--- src/spime_pkg.sv ---
// Shared constants for the SPI master mode engine.
// No dependencies; imported by spi_master_mode_engine.
package spime_pkg;

    // Default shift word length
    localparam int WORD_BITS_DEF = 8;

    // Fixed field widths
    localparam int BYTE_W   = 8;
    localparam int HALF_W   = 16;
    localparam int CFG_IDX_W = 2;

    // Configuration register indexes
    localparam logic [CFG_IDX_W-1:0] CFG_CLOCK_IDLE_HIGH       = 2'd0;
    localparam logic [CFG_IDX_W-1:0] CFG_SAMPLE_ON_SECOND_EDGE = 2'd1;
    localparam logic [CFG_IDX_W-1:0] CFG_HALF_PERIOD_TICKS     = 2'd2;

    // Reset value of the half period register
    localparam logic [HALF_W-1:0] HALF_PERIOD_RESET = 16'd1;

endpackage

--- src/spi_master_mode_engine.sv ---
// SPI master engine for clock modes 0 to 3, one item per timing tick.
// Depends on spime_pkg for field widths and configuration indexes.
//
// Usage: each item accepted on the s_ channel is one timing tick. A tick
// with s_action high loads a new word when no word is in flight; every
// tick yields exactly one item on the m_ channel with the pin levels
// (sclk, mosi, chip select) after that tick, plus rx_byte/rx_valid when a
// word completes, ready_res when the load was taken and transfer_done when
// chip select is released.
// Configuration: cfg_valid/cfg_ready with cfg_index and cfg_data; writes
// are taken every cycle (cfg_ready is always high), index 3 is ignored.
// Results are registered: each appears in the cycle after its tick is accepted.
// Throughput: one tick per cycle while results are taken; the whole state
// update is a single pass of logic into the state and result registers.
// Stall: s_ready is high while the result register is empty or being
// taken, so a stalled receiver holds off new ticks with no item lost.
// Reset (aresetn low, synchronous): clock idle low, first-edge sampling,
// half period 1, no word in flight, chip select released, no result held.
module spi_master_mode_engine #(
    parameter int WORD_BITS = spime_pkg::WORD_BITS_DEF
) (
    input  logic                          aclk,
    input  logic                          aresetn,
    // Configuration write channel
    input  logic                          cfg_valid,
    output logic                          cfg_ready,
    input  logic [spime_pkg::CFG_IDX_W-1:0] cfg_index,
    input  logic [spime_pkg::HALF_W-1:0]  cfg_data,
    // Tick input channel
    input  logic                          s_valid,
    output logic                          s_ready,
    input  logic                          s_action,
    input  logic [spime_pkg::BYTE_W-1:0]  s_tx_byte,
    input  logic                          s_tx_present,
    input  logic                          s_last_byte,
    input  logic                          s_miso_level,
    // Result channel
    output logic                          m_valid,
    input  logic                          m_ready,
    output logic                          m_sclk_level,
    output logic                          m_mosi_level,
    output logic                          m_chip_select_n,
    output logic [spime_pkg::BYTE_W-1:0]  m_rx_byte,
    output logic                          m_rx_valid,
    output logic                          m_ready_res,
    output logic                          m_transfer_done
);
    import spime_pkg::*;

    localparam int IDX_W = (WORD_BITS > 1) ? $clog2(WORD_BITS) : 1;
    localparam int EXT_W = (WORD_BITS > BYTE_W) ? WORD_BITS : BYTE_W;
    localparam logic [IDX_W-1:0] LAST_IDX = IDX_W'(WORD_BITS - 1);

    // Configuration registers
    logic              clock_idle_high_reg;
    logic              sample_second_reg;
    logic [HALF_W-1:0] half_period_reg;

    // Engine state
    logic [WORD_BITS-1:0] tx_shift_reg,  tx_shift_next;
    logic [WORD_BITS-1:0] rx_shift_reg,  rx_shift_next;
    logic [IDX_W-1:0]     bit_index_reg, bit_index_next;
    logic                 edge_phase_reg, edge_phase_next;
    logic [HALF_W-1:0]    delay_count_reg, delay_count_next;
    logic                 byte_active_reg, byte_active_next;
    logic                 select_active_reg, select_active_next;
    logic                 ending_reg, ending_next;

    // Result register
    logic                 m_valid_reg;
    logic                 sclk_reg, mosi_reg, csn_reg;
    logic [BYTE_W-1:0]    rx_byte_reg;
    logic                 rx_valid_reg, ready_res_reg, done_reg;

    // Combinational results for the current tick
    logic                 sclk_next, mosi_next;
    logic [BYTE_W-1:0]    rx_byte_next;
    logic                 rx_valid_next, ready_res_next, done_next;
    logic [HALF_W-1:0]    period;
    logic [HALF_W-1:0]    delay_inc;
    logic [EXT_W-1:0]     tx_ext;
    logic [EXT_W-1:0]     rx_ext;
    logic                 s_take;
    logic                 sclk_at_active;

    assign cfg_ready = 1'b1;
    assign s_ready   = !m_valid_reg || m_ready;
    assign s_take    = s_valid && s_ready;

    assign period    = (half_period_reg == '0) ? HALF_W'(1) : half_period_reg;
    assign delay_inc = delay_count_reg + HALF_W'(1);
    assign tx_ext    = EXT_W'(s_tx_byte);

    // Tick update: load, count half periods, shift bits
    always_comb begin
        tx_shift_next      = tx_shift_reg;
        rx_shift_next      = rx_shift_reg;
        bit_index_next     = bit_index_reg;
        edge_phase_next    = edge_phase_reg;
        delay_count_next   = delay_count_reg;
        byte_active_next   = byte_active_reg;
        select_active_next = select_active_reg;
        ending_next        = ending_reg;
        rx_valid_next      = 1'b0;
        ready_res_next     = 1'b0;
        done_next          = 1'b0;

        if (!byte_active_reg) begin
            if (s_action) begin
                tx_shift_next      = s_tx_present ? tx_ext[WORD_BITS-1:0] : '1;
                rx_shift_next      = '0;
                bit_index_next     = LAST_IDX;
                edge_phase_next    = 1'b0;
                delay_count_next   = '0;
                byte_active_next   = 1'b1;
                select_active_next = 1'b1;
                ending_next        = s_last_byte;
                ready_res_next     = 1'b1;
            end
        end else begin
            delay_count_next = delay_inc;
            if (delay_inc >= period) begin
                delay_count_next = '0;
                if (!edge_phase_reg) begin
                    edge_phase_next = 1'b1;
                end else begin
                    rx_shift_next   = {rx_shift_reg[WORD_BITS-2:0], s_miso_level};
                    edge_phase_next = 1'b0;
                    if (bit_index_reg == '0) begin
                        byte_active_next = 1'b0;
                        rx_valid_next    = 1'b1;
                        if (ending_reg) begin
                            select_active_next = 1'b0;
                            ending_next        = 1'b0;
                            done_next          = 1'b1;
                        end
                    end else begin
                        bit_index_next = bit_index_reg - IDX_W'(1);
                    end
                end
            end
        end

        // Pin levels after this tick
        sclk_at_active = byte_active_next &&
                         (sample_second_reg ? !edge_phase_next : edge_phase_next);
        sclk_next   = sclk_at_active ? !clock_idle_high_reg : clock_idle_high_reg;
        mosi_next   = tx_shift_next[bit_index_next];
        rx_ext      = EXT_W'(rx_shift_next);
        rx_byte_next = rx_valid_next ? rx_ext[BYTE_W-1:0] : '0;
    end

    // Configuration registers
    always_ff @(posedge aclk) begin
        if (!aresetn) begin
            clock_idle_high_reg <= 1'b0;
            sample_second_reg   <= 1'b0;
            half_period_reg     <= HALF_PERIOD_RESET;
        end else if (cfg_valid && cfg_ready) begin
            unique case (cfg_index)
                CFG_CLOCK_IDLE_HIGH:       clock_idle_high_reg <= cfg_data[0];
                CFG_SAMPLE_ON_SECOND_EDGE: sample_second_reg   <= cfg_data[0];
                CFG_HALF_PERIOD_TICKS:     half_period_reg     <= cfg_data;
                default: ;
            endcase
        end
    end

    // Engine state, advanced once per accepted item
    always_ff @(posedge aclk) begin
        if (!aresetn) begin
            tx_shift_reg      <= '0;
            rx_shift_reg      <= '0;
            bit_index_reg     <= LAST_IDX;
            edge_phase_reg    <= 1'b0;
            delay_count_reg   <= '0;
            byte_active_reg   <= 1'b0;
            select_active_reg <= 1'b0;
            ending_reg        <= 1'b0;
        end else if (s_take) begin
            tx_shift_reg      <= tx_shift_next;
            rx_shift_reg      <= rx_shift_next;
            bit_index_reg     <= bit_index_next;
            edge_phase_reg    <= edge_phase_next;
            delay_count_reg   <= delay_count_next;
            byte_active_reg   <= byte_active_next;
            select_active_reg <= select_active_next;
            ending_reg        <= ending_next;
        end
    end

    // Result valid flag
    always_ff @(posedge aclk) begin
        if (!aresetn) begin
            m_valid_reg <= 1'b0;
        end else if (s_ready) begin
            m_valid_reg <= s_valid;
        end
    end

    // Result payload
    always_ff @(posedge aclk) begin
        if (s_take) begin
            sclk_reg      <= sclk_next;
            mosi_reg      <= mosi_next;
            csn_reg       <= !select_active_next;
            rx_byte_reg   <= rx_byte_next;
            rx_valid_reg  <= rx_valid_next;
            ready_res_reg <= ready_res_next;
            done_reg      <= done_next;
        end
    end

    assign m_valid         = m_valid_reg;
    assign m_sclk_level    = sclk_reg;
    assign m_mosi_level    = mosi_reg;
    assign m_chip_select_n = csn_reg;
    assign m_rx_byte       = rx_byte_reg;
    assign m_rx_valid      = rx_valid_reg;
    assign m_ready_res     = ready_res_reg;
    assign m_transfer_done = done_reg;

endmodule

--- config.mk ---
export PLATFORM = sky130hd
export DESIGN_NAME = spi_master_mode_engine
export DESIGN_NICKNAME = d
export VERILOG_FILES = /design/src/spime_pkg.sv /design/src/spi_master_mode_engine.sv
export SDC_FILE = /design/constraint.sdc
export NUM_CORES = 1
export LEC_CHECK = 0
export BUFFER_PORTS_ARGS = -buffer_cell sky130_fd_sc_hd__buf_4
export CORE_MARGIN = 1
export CORE_UTILIZATION = 58
export CTS_CLUSTER_DIAMETER = 100
export DETAILED_ROUTE_END_ITERATION = 8
export PLACE_DENSITY = 0.8
export SETUP_SLACK_MARGIN = 0.4
export SLEW_MARGIN = 15
export SYNTH_ARGS = -nofsm -noshare
export SYNTH_HDL_FRONTEND = slang
export SYNTH_SLANG_ARGS = --single-unit
--- constraint.sdc ---
create_clock -name aclk -period 4.3 [get_ports aclk]
set_input_delay 1.075 -clock aclk [delete_from_list [all_inputs] [get_ports aclk]]
set_output_delay 1.075 -clock aclk [all_outputs]
set_load 0.005 [all_outputs]
* Yosys cells after proc, flatten, opt, wreduce, memory -nomap -nowiden
Index checks and enable logic that the tools add are counted.
Cells by class: $add $sub $neg 2, $lt $le $gt $ge 2, equal/unequal tests 5, muxes and demuxes 45, reduce and logical (&&, ||, !) cells 17
Operators by type and width (count):
- two-way mux 16 bit | 4
- two-way mux 8 bit | 7
- two-way mux 1 bit | 28
- adder 16 x 1 -> 16 bit (second input constant) | 1
- greater-or-equal comparator 16 bit | 1
- logical NOT 16 bit | 1
- two-way mux 3 bit | 5
- AND reduction 2 bit | 4
- AND reduction 5 bit | 1
- logical NOT 1 bit | 4
- < comparator 3 x 4 -> 1 bit (second input constant) | 1
- != test 2 x 1 -> 1 bit (second input constant) | 2
- AND reduction 4 bit | 1
- binary-select mux 1 bit (select 3 bit) | 1
- logical NOT 3 bit | 1
- subtractor 3 x 1 -> 3 bit (second input constant) | 1
- equality test 2 x 1 -> 1 bit (second input constant) | 1
- equality test 2 bit (second input constant) | 1
- logical AND 1 bit | 2
- logical NOT 2 bit | 1
- != test 2 bit (second input constant) | 1
- nonzero test 2 bit | 1
- logical OR 1 bit | 1
Storage, ports and cells: flip-flop bits (word level) 72, bits of input ports 35, output and inout bits 17, word-level logic and storage cells 90

* Logic depth before layout (Yosys ltp)
Gate-level depths: netlist of run 1.
depth in word-level cells 9, mapped depth 17, gate-level depth less buffers 15

* Worst setup path before layout of run 1
Ideal clock, no wire load.
path kind register -> register, from reg delay_count_reg[0], to reg mosi_reg, in the netlist m_mosi_level, data pin, data arrival time 3186 ps, data required time 4040 ps, slack 855 ps, stages on the path, launching flop included 18, path buffers 2, period minus slack after synthesis 3445 ps, cells stage by stage dfxtp_1 -> ha_1 -> and3_1 -> and3_1 -> and3_1 -> buf_2 -> nand3_1 -> xnor2_1 -> ha_1 -> nand2_1 -> o21ai_0 -> a32oi_1 -> o21ai_1 -> buf_2 -> a21oi_1 -> nor3_1 -> mux2i_1 -> mux2_2
Between the ends: cells in the longest elaborated chain, start to end 6
Ends and longest elaborated chain:
- from (decl) | line spi_master_mode_engine.sv:64 | logic [HALF_W-1:0] delay_count_reg, delay_count_next;
- from (signal assigned) | line spi_master_mode_engine.sv:185 | delay_count_reg <= delay_count_next;
- adder 16 x 1 -> 16 bit | line spi_master_mode_engine.sv:91 | assign delay_inc = delay_count_reg + HALF_W'(1);
- greater-or-equal comparator 16 bit | line spi_master_mode_engine.sv:122 | if (delay_inc >= period) begin
- two-way mux 3 bit | line spi_master_mode_engine.sv:122
- two-way mux 3 bit | line spi_master_mode_engine.sv:108 | if (!byte_active_reg) begin
- binary-select mux 1 bit (select 3 bit) | line spi_master_mode_engine.sv:148 | mosi_next = tx_shift_next[bit_index_next];
- two-way mux 1 bit (implied by the code) | line spi_master_mode_engine.sv:148
- named net mosi_next | line spi_master_mode_engine.sv:76 | logic sclk_next, mosi_next;
- to (signal assigned) | line spi_master_mode_engine.sv:205 | mosi_reg <= mosi_next;
- to (decl) | line spi_master_mode_engine.sv:71 | logic sclk_reg, mosi_reg, csn_reg;
The timed path passes the listed nets, and every way through them passes these cells. The select of a mux whose other input is x is not followed. A chain may end at the register's enable or synchronous reset.

* Worst setup path in the final report of run 1
Same ends and word-level chain as after synthesis.

==> run summary, run 1 <==
The flow ran to the end, but the final reports show violations. The final reports fail on DRC. For the number of placed I/O pins, the log shows 52.

Clock tree synthesis selected as its root buffer the cell sky130_fd_sc_hd__clkbuf_8. The synthesized design devotes to its leading area cell type 29.31% of total area. The achievable clock frequency is 269.9 MHz. Synthesis handed over a netlist of 441 instances. The average routed wire per standard cell was 14.48 um; the clock latency reported for the late side of the worst-skew pair was 0.35 ns.

After synthesis, the mean cell area works out to 8.829 um2. The critical path contains buffers and inverters numbering 0 combined. Before antenna repair, the detailed router went through 6 iterations. The sequential-to-total area share from yosys stat was 40.10%; the number of antenna violations at the first check in global routing was 0. The number of flops mapped to enable cells by yosys was 14; the placer's final routability congestion estimate was 0.8323. The HPWL after detailed placement is 5635 um. Setup violations remaining at the end of the flow were counted as 0. The library cells used most frequently in the layout, excluding fill and tap cells, are sky130_fd_sc_hd__buf_4, sky130_fd_sc_hd__dfxtp_1, sky130_fd_sc_hd__nand2_1, sky130_fd_sc_hd__nand3_1, sky130_fd_sc_hd__inv_1. For this run, design rule violations remaining after detail routing come to 7.

The required time of the critical path is 4.40 ns, and the area used by multi-input combinational logic is 2181 um2. The tools report the overall routed net length as 8123 um. Path depth of the worst reg2reg path: 14.

Of the available clock period, the critical path in the final layout requires 86.17%. The synthesized netlist contains 48 unique library cells. The total area inside the core boundary comes to 6422 um2. Leading cell type in the layout, fill and taps excluded: sky130_fd_sc_hd__buf_4. At the worst endpoint, the arrival time is 3.81 ns. The area growth from synthesis to layout was 16.93%. Among all flip-flop cells after synthesis, the most frequent one is sky130_fd_sc_hd__dfxtp_1. The logs give 13800 um for the first-pass GRT wire length and 0.59 ns for the worst-case register-to-register setup slack.

During placement, the flow inserted port buffers numbering 50. The number of cells on the worst hold path works out to 1. The run gives 0 as the total overflow reported by the global router. The number of antenna diodes in the final layout is 0. In this run the static leakage power is 0.001904 uW. The fraction of synthesis flops using an asynchronous set or reset pin was 0%. The number of rows in the core area is 29, and the clock sink count is 71. At the pin with the least slew margin, the transition time is 1.183 ns.

Routed via count divided by cell count: 5.738. The cell family with the largest share of critical-path delay is compound AO/OA/AOI/OAI gates. Traced cell by cell, the critical path runs through and3_1 -> and3_1 -> and3_2 -> and3_4 -> xor2_1 -> ha_1 -> a21oi_1 -> o21ai_0 -> a21oi_1 -> a21oi_2 -> o211ai_1 -> mux2i_1 -> o21a_1 -> mux2_2.

The tool flagged a number of max-cap violations equal to 0. The critical path endpoint category was a flip-flop. Across the VDD grid, the largest voltage drop is 238.4 uV. The clock tree synthesis step divided the H-tree into 3 levels.

Buffers added to address setup during post-CTS repair amount to 0. Counting flops and latches in the post-synthesis netlist gives 71. The total chip power is 1413 uW, and the number of nets in the finished design is 533.

The run gives 3894 um2 as the post-synthesis instance area. The tools report the violation count after the first detailed-route iteration as 217. The layout has 501 filler cells.

Final worst clock skew: 0.01283 ns. On the critical path, the stage with the largest delay is an instance of sky130_fd_sc_hd__dfxtp_2. The worst hold-check path type is reg -> reg. The logs give 0 for the number of endpoints with negative hold slack in the final report and 495 for the number of nets produced by synthesis. Kind of start point of the critical path: a flip-flop. Measured against its own limit, the worst slew margin works out to 21.04%.

Number of cells on the critical path: 14. The overall global routing resource usage came out at 24.17%. Counting along the longest clock path gives a buffer depth of 2. The longest individual stage delay on the worst path is 0.38 ns.

Final max-slew violation count: 0. Adding up every negative setup slack in the final design gives 0 ns. The initial utilization of the core area, before any placement, comes to 60.63%. The tools report the synthesis warning total as 0. The via count of the routed design came out at 3219. Setup repair after global routing left no endpoint under its margin. The highest fanout seen on the critical path is 5, and the time the final worst path needs with I/O delays and setup is 3.705 ns. The floorplan step set the die height to 83.94 um. The tools report the total area of sequential cells as 1564 um2. The tools report the number of nets still failing antenna checks after routing as 0. The critical path is of the reg -> reg type. The area enclosed by the die boundary was 7045 um2.

By area the synthesized netlist is led by sky130_fd_sc_hd__dfxtp_1, sky130_fd_sc_hd__edfxtp_1, sky130_fd_sc_hd__ha_1. Summed over all instances, the cell type with the most area after synthesis is sky130_fd_sc_hd__dfxtp_1. For the largest net degree at the start of global routing, the log shows 54. TritonCTS built the clock tree. The areal power density over the cells is 310.4 nW/um2, and the via count of the first global-routing pass is 2965. The fraction of final layout cells sized beyond drive strength 1 was 18.60%. The die is 83.94 um wide. In this run, CTS created clock tree buffers numbering 9. Clock-pin slew was measured on the worst setup and hold paths at 0.08 ns.
-- through the flow --
stage               instances  utilization [%]  area [um2]  hold WS, ns  setup WS (ns)
finish                    561            70.89        4553       0.4767         0.5946
global route              561            70.89        4553       0.5013         0.3719
CTS                       561            69.92        4491       0.4756         0.4836
detailed placement        545            66.84        4293       0.4562         0.4240
global placement          545            66.84        4293       0.4411         0.6613
floorplan                 441                -        3894       0.4335         0.8546
-- path summary, 6_finish.rpt --
path	startpoint	to
setup / recovery	delay_count_reg[0]$_SDFFE_PN0P_	m_mosi_level$_DFFE_PP_
hold / removal	rx_shift_reg[6]$_SDFFE_PN0P_	rx_shift_reg[6]$_SDFFE_PN0P_
setup reg to reg	delay_count_reg[0]$_SDFFE_PN0P_	m_mosi_level$_DFFE_PP_
hold reg to reg	rx_shift_reg[6]$_SDFFE_PN0P_	rx_shift_reg[6]$_SDFFE_PN0P_
-- report_power, final --
| part | internal (uW) | switching (uW) | total, uW |
|---|---|---|---|
| combinational | 79.8 | 78.6 | 158 |
| sequential | 702 | 21.9 | 724 |
| clock | 268 | 263 | 531 |
| total | 1050 | 364 | 1410 |
-- final cells by class --
type	count	share of cell area (%)
sequential	71	34.35
multi-input combinational	315	47.90
clock buffer	9	2.721
inverter	26	2.143
clock inverter	7	1.539
timing repair buffer	56	9.233
tap	77	2.116
-- kinds of logic (layout without fill, tap and decap cells) --
group	after synthesis	count (layout)	share of synthesized area (%)
AO/OA/AOI/OAI	100	100	18.25
XOR/XNOR	15	15	3.374
adder cells (fa/ha/maj)	19	19	6.105
buffers and inverters	55	98	5.655
flip-flops	71	71	40.10
multiplexers	12	12	3.149
other	1	1	0.09631
AND/OR/NAND/NOR	168	168	23.26
-- cell usage after synthesis (2+ instances only) --
library cell and instances:
sky130_fd_sc_hd__nor4_1 3, sky130_fd_sc_hd__mux2_2 2, sky130_fd_sc_hd__dfxtp_1 57, sky130_fd_sc_hd__mux2i_1 10, sky130_fd_sc_hd__a21oi_1 16, sky130_fd_sc_hd__nor2_1 8
sky130_fd_sc_hd__nand4_1 2, sky130_fd_sc_hd__xnor2_1 8, sky130_fd_sc_hd__a22o_1 8, sky130_fd_sc_hd__buf_2 7, sky130_fd_sc_hd__o211ai_1 3, sky130_fd_sc_hd__xor2_1 7
sky130_fd_sc_hd__and2_1 12, sky130_fd_sc_hd__o21ai_0 15, sky130_fd_sc_hd__edfxtp_1 14, sky130_fd_sc_hd__and3_1 12, sky130_fd_sc_hd__nor3_1 6, sky130_fd_sc_hd__a311oi_1 4
sky130_fd_sc_hd__o211a_1 8, sky130_fd_sc_hd__nand2b_1 2, sky130_fd_sc_hd__clkbuf_1 20, sky130_fd_sc_hd__inv_1 25, sky130_fd_sc_hd__nand2_1 51, sky130_fd_sc_hd__nor2b_1 23
sky130_fd_sc_hd__a21boi_0 24, sky130_fd_sc_hd__nand3_1 28, sky130_fd_sc_hd__o21ai_1 2, sky130_fd_sc_hd__ha_1 19, sky130_fd_sc_hd__nor3b_1 4, sky130_fd_sc_hd__nand3b_1 11
sky130_fd_sc_hd__a22oi_1 10, sky130_fd_sc_hd__a211oi_1 4
-- timing repair --
item / CTS / global route
hold buffers: 0 / 0
pin swaps: 0 / 3
gates cloned: 0 / 0
resized for setup: 1 / 16
endpoints found under the setup margin: 1 / 9
-- layer usage --
metal | global-route usage, % | share of wire (%)
met1 | 32.75 | 49
met5 | 0 | 0
met4 | 5.643 | 1.2
met2 | 39.27 | 46
met3 | 5.440 | 4.8
Note: power is estimated with default switching activity, not from simulation.
==> inputs of run 2 (changes only) <==
--- a/config.mk
+++ b/config.mk
@@ -10,7 +10,9 @@
 export CORE_UTILIZATION = 58
 export CTS_CLUSTER_DIAMETER = 100
 export DETAILED_ROUTE_END_ITERATION = 8
+export MAX_ROUTING_LAYER = met4
 export PLACE_DENSITY = 0.8
+export RECOVER_POWER = 25
 export SETUP_SLACK_MARGIN = 0.4
 export SLEW_MARGIN = 15
 export SYNTH_ARGS = -nofsm -noshare
==> constraint.sdc (replaced) <==
create_clock -name aclk -period 4.05 [get_ports aclk]
set_input_delay 1.0125 -clock aclk [delete_from_list [all_inputs] [get_ports aclk]]
set_output_delay 1.0125 -clock aclk [all_outputs]
set_load 0.005 [all_outputs]
==> run 2 against run 1 <==
  * The flow finishes with violations (DRC, capacitance limit, slew limit)
  * Via count increased by 2.5%
  * Sequential share of layout area decreased by 0.86 points
  * Combinational power increased by 10%
  * Maximum frequency increased by 3.5%
  * Setup slack got worse by 0.12 ns
  * Register-to-register slack got worse by 0.12 ns
  * Non-clock buffer count increased by 5
  * Global-route usage decreased by 0.42 points
  * Clock-buffer cell count unchanged
  * Critical path depth increased by 1
  * Highest routed layer unchanged
==> run summary, run 2 (synthesized netlist as in run 1, its figures left out) <==
In this run the critical register-to-register path is captured at m_mosi_level$_DFFE_PP_. The startpoint of the worst-slack reg-to-reg timing path is delay_count_reg[0]$_SDFFE_PN0P_. For the number of max-cap violations, the log shows 1 (+1). The net load switching power is 399.4 uW (+9.7%), and the area enclosed by the die boundary is 7045 um2 (unchanged). Relative to the synthesized area, the layout overhead comes to 20.21%. The clock sink count is 71 (unchanged), and the number of buffers added to fix hold violations after cts is 0 (unchanged). The largest individual stage delay along the critical path comes from the cell sky130_fd_sc_hd__dfxtp_4. For the total CTS buffers, the log shows 9 (unchanged). The number of cells on the worst hold path came out at 2 (+1). The number of placed I/O pins is 52 (unchanged). The leading cell type in the layout, fill and taps excluded is sky130_fd_sc_hd__buf_4.

Endpoint of the worst hold path: ending_reg$_SDFFE_PN0P_. The tools report the worst hold path startpoint as ending_reg$_SDFFE_PN0P_. The number of buffers added on ports works out to 50 (unchanged). The logs give 42.9% (+5.3 points) for the clock share of power and 54 (unchanged) for the largest net degree at the start of global routing. The time the final worst path needs with I/O delays and setup works out to 3.579 ns (-0.1263 ns).

The checks that failed: DRC, capacitance limit, slew limit. The sum of buffers and inverters on the critical path was 1 (+1). The tools report the data arrival time of the critical path as 3.69 ns (-0.12 ns).

The fraction of final layout cells sized beyond drive strength 1 was 21.06% (+2.5 points). The final-report setup violation count is 0 (unchanged). The internal power came out at 1251 uW (+19%). The logs give 8 (+1) for the post-route DRC violation count and 545 (unchanged) for the number of placed instances with taps included. For the final max-slew violation count, the log shows 54 (+54).

The number of rows in the core area came out at 29 (unchanged). The maximum level of the CTS H-tree was 3 (unchanged); the total chip power was 1650 uW (+17%). The achievable clock frequency is 279.4 MHz (+3.5%). The violation count after the first detailed-route iteration is 206 (-5.1%). The longest individual stage delay on the worst path came out at 0.39 ns (about the same). The number of search-and-repair iterations in the first detailed-routing pass was 7 (+1). The run gives 2861 (-3.5%) as the via count of the first global-routing pass. Fraction of power spent switching nets: 24.20% (-1.5 points). The deepest clock path buffer count was 2 (unchanged). The tree is rooted in a sky130_fd_sc_hd__clkbuf_8. The highest fanout seen on the critical path was 6 (+1).

The run gives 0 (unchanged) as the number of nets still failing antenna checks after routing. The post-layout instance count excluding filler cells is 566 (+0.89%), and the areal power density over the cells is 352.6 nW/um2 (+14%). The tools report the static leakage as 0.001950 uW (+2.4%). The final total negative setup slack was 0 ns (unchanged); the average routed wire per standard cell was 14.47 um (about the same). The worst voltage drop across the vdd grid is 192.9 uV (-19%). The post-layout instance area was 4681 um2 (+2.8%). The pin slew with the least headroom to its limit works out to 1.939 ns (+0.7562 ns). The required time of the critical path was 4.17 ns (-0.23 ns); the overall global routing resource usage was 23.75% (-0.42 points). Setup repair after global routing left no endpoint under its margin.

The run gives 0.8497 (+2.1%) as the placer's final routability congestion estimate. The worst hold slack is 0.4612 ns (-0.01550 ns), and the initial standard-cell utilization of the core is 60.63% (unchanged). The path class of the tightest hold or removal check is reg -> reg. The width of the die is 83.94 um (unchanged). The run gives 450 (-10%) as the number of fill cells in the layout. The count of antenna diodes in the layout was 0 (unchanged); the detailed placement HPWL was 5419 um (-3.8%).

The most numerous cell type found on the critical path is sky130_fd_sc_hd__and3_4. The standard cell area after detailed placement came out at 4293 um2 (unchanged). The run gives 0.36 ns (about the same) as the clock latency reported for the late side of the worst-skew pair. The kind of start point of the critical path was a flip-flop.

The run gives 0 (unchanged) as the total overflow reported by the global router. The proportion of power drawn by combinational gates is 10.5% (-0.7 points), and the routed via count divided by cell count is 5.829 (+1.6%). Traced cell by cell, the critical path runs through and3_4 -> and3_4 -> and3_4 -> and3_4 -> nand3_2 -> xnor2_2 -> ha_1 -> a21oi_2 -> o21ai_1 -> a32oi_1 -> o21ai_2 -> buf_4 -> a32o_2 -> mux2i_1 -> mux2_2.

The vertical die dimension is 83.94 um (unchanged), and the number of antenna violations at the first check in global routing is 0 (unchanged). The post-route clock period utilization is 88.37% (+2.2 points). Grouping stages by cell kind, the critical path spends the most delay in simple AND/OR/NAND/NOR gates. TritonCTS built the clock tree. The run gives -29.27% (-50 points) as the worst slew margin relative to its limit. The run gives 13010 um (-5.7%) as the first-pass GRT wire length. The number of nets in the finished design is 538 (+0.94%), and the via count of the routed design is 3299 (+2.5%).

The worst-case register-to-register setup slack is 0.47 ns (-0.12 ns), and the post-CTS clock slew at the launch and capture registers of the worst setup and hold paths is 0.08 ns (about the same). The flow ran to the end, but the final reports show violations. In the layout the commonest cells are sky130_fd_sc_hd__buf_4, sky130_fd_sc_hd__dfxtp_1, sky130_fd_sc_hd__nand2_1, sky130_fd_sc_hd__nand3_1, sky130_fd_sc_hd__inv_1. For the overall routed net length, the log shows 8190 um (+0.82%). The number of endpoints with negative hold slack in the final report is 0 (unchanged). The tools report the area of the core as 6422 um2 (unchanged). The run gives 0.01038 ns (-0.002448 ns) as the final worst clock skew. Sequential share of power: 46.5% (-4.7 points).

Path depth of the worst reg2reg path: 15 (+1). The critical path endpoint category was a flip-flop. The setup path with the least slack is of type reg -> reg.
[run 2: changes by cell type in the layout (fill, tap and decap cells not counted), sizes merged]
cell,change
buf,+1
bufinv,+2
clkinv,-1
clkinvlp,-2
inv,+1
clkbuf,+4
[run 2: cell type report]
class	instances	area, um2	area share, %
clock buffer	9	123.9	2.646
clock inverter	7	127.6	2.727
sequential	71	1568	33.49
multi-input combinational	315	2220	47.42
inverter	26	97.59	2.085
timing repair buffer	61	447.9	9.570
tap	77	96.34	2.058
[run 2: what timing repair did]
item,4_1_cts,5_1_grt
setup buffers,0,4
resized for setup,6,23
gates cloned,0,1
setup endpoints to repair,2,18
pin swaps,0,9
[run 2: stage by stage]
stage / setup WS (ns) / utilization, %
detailed placement: 0.3096 / 66.84
global route: 0.3331 / 72.88
CTS: 0.4482 / 71.05
global placement: 0.5038 / 66.84
floorplan: 0.6046 / -
finish: 0.4709 / 72.88
[run 2: routing by layer]
layer / part of all wire, % / GRT usage, % / vias up
li1: - / - / 1648
met1: 47 / 31.24 / 1548
met2: 46 / 35.77 / 87
met3: 4.9 / 3.956 / 16
met4: 2.0 / 11.13 / 0
met5: 0 / - / -
[run 2: worst max-delay path by stage]
stage,cells after the start,to,from,slack [ns]
global placement,15,m_mosi_level$_DFFE_PP_,delay_count_reg[0]$_SDFFE_PN0P_,0.50
global route,15,m_mosi_level$_DFFE_PP_,delay_count_reg[1]$_SDFFE_PN0P_,0.33
floorplan,17,m_mosi_level$_DFFE_PP_,delay_count_reg[0]$_SDFFE_PN0P_,0.60
finish,15,m_mosi_level$_DFFE_PP_,delay_count_reg[0]$_SDFFE_PN0P_,0.47
CTS,15,m_mosi_level$_DFFE_PP_,delay_count_reg[1]$_SDFFE_PN0P_,0.45
detailed placement,15,m_mosi_level$_DFFE_PP_,delay_count_reg[0]$_SDFFE_PN0P_,0.31
[run 2: power groups by stage]
| stage | combinational, uW | sequential (uW) | clock [uW] |
|---|---|---|---|
| 2_1_floorplan | 110 | 774 | 0 |
| 3_3_place_gp | 161 | 782 | 0 |
| 3_5_place_dp | 166 | 784 | 0 |
| 4_1_cts | 167 | 767 | 719 |
| 5_1_grt | 190 | 771 | 749 |
| 6_report | 174 | 768 | 709 |
[run 2: worst reg2reg max path, cell delays in order (launching register included)]
cell,delay [ns]
sky130_fd_sc_hd__dfxtp_4,0.39
sky130_fd_sc_hd__and3_4,0.19
sky130_fd_sc_hd__and3_4,0.19
sky130_fd_sc_hd__and3_4,0.21
sky130_fd_sc_hd__and3_4,0.23
sky130_fd_sc_hd__nand3_2,0.11
sky130_fd_sc_hd__xnor2_2,0.25
sky130_fd_sc_hd__ha_1,0.32
sky130_fd_sc_hd__a21oi_2,0.18
sky130_fd_sc_hd__o21ai_1,0.11
sky130_fd_sc_hd__a32oi_1,0.20
sky130_fd_sc_hd__o21ai_2,0.10
sky130_fd_sc_hd__buf_4,0.17
sky130_fd_sc_hd__a32o_2,0.29
sky130_fd_sc_hd__mux2i_1,0.13
sky130_fd_sc_hd__mux2_2,0.26
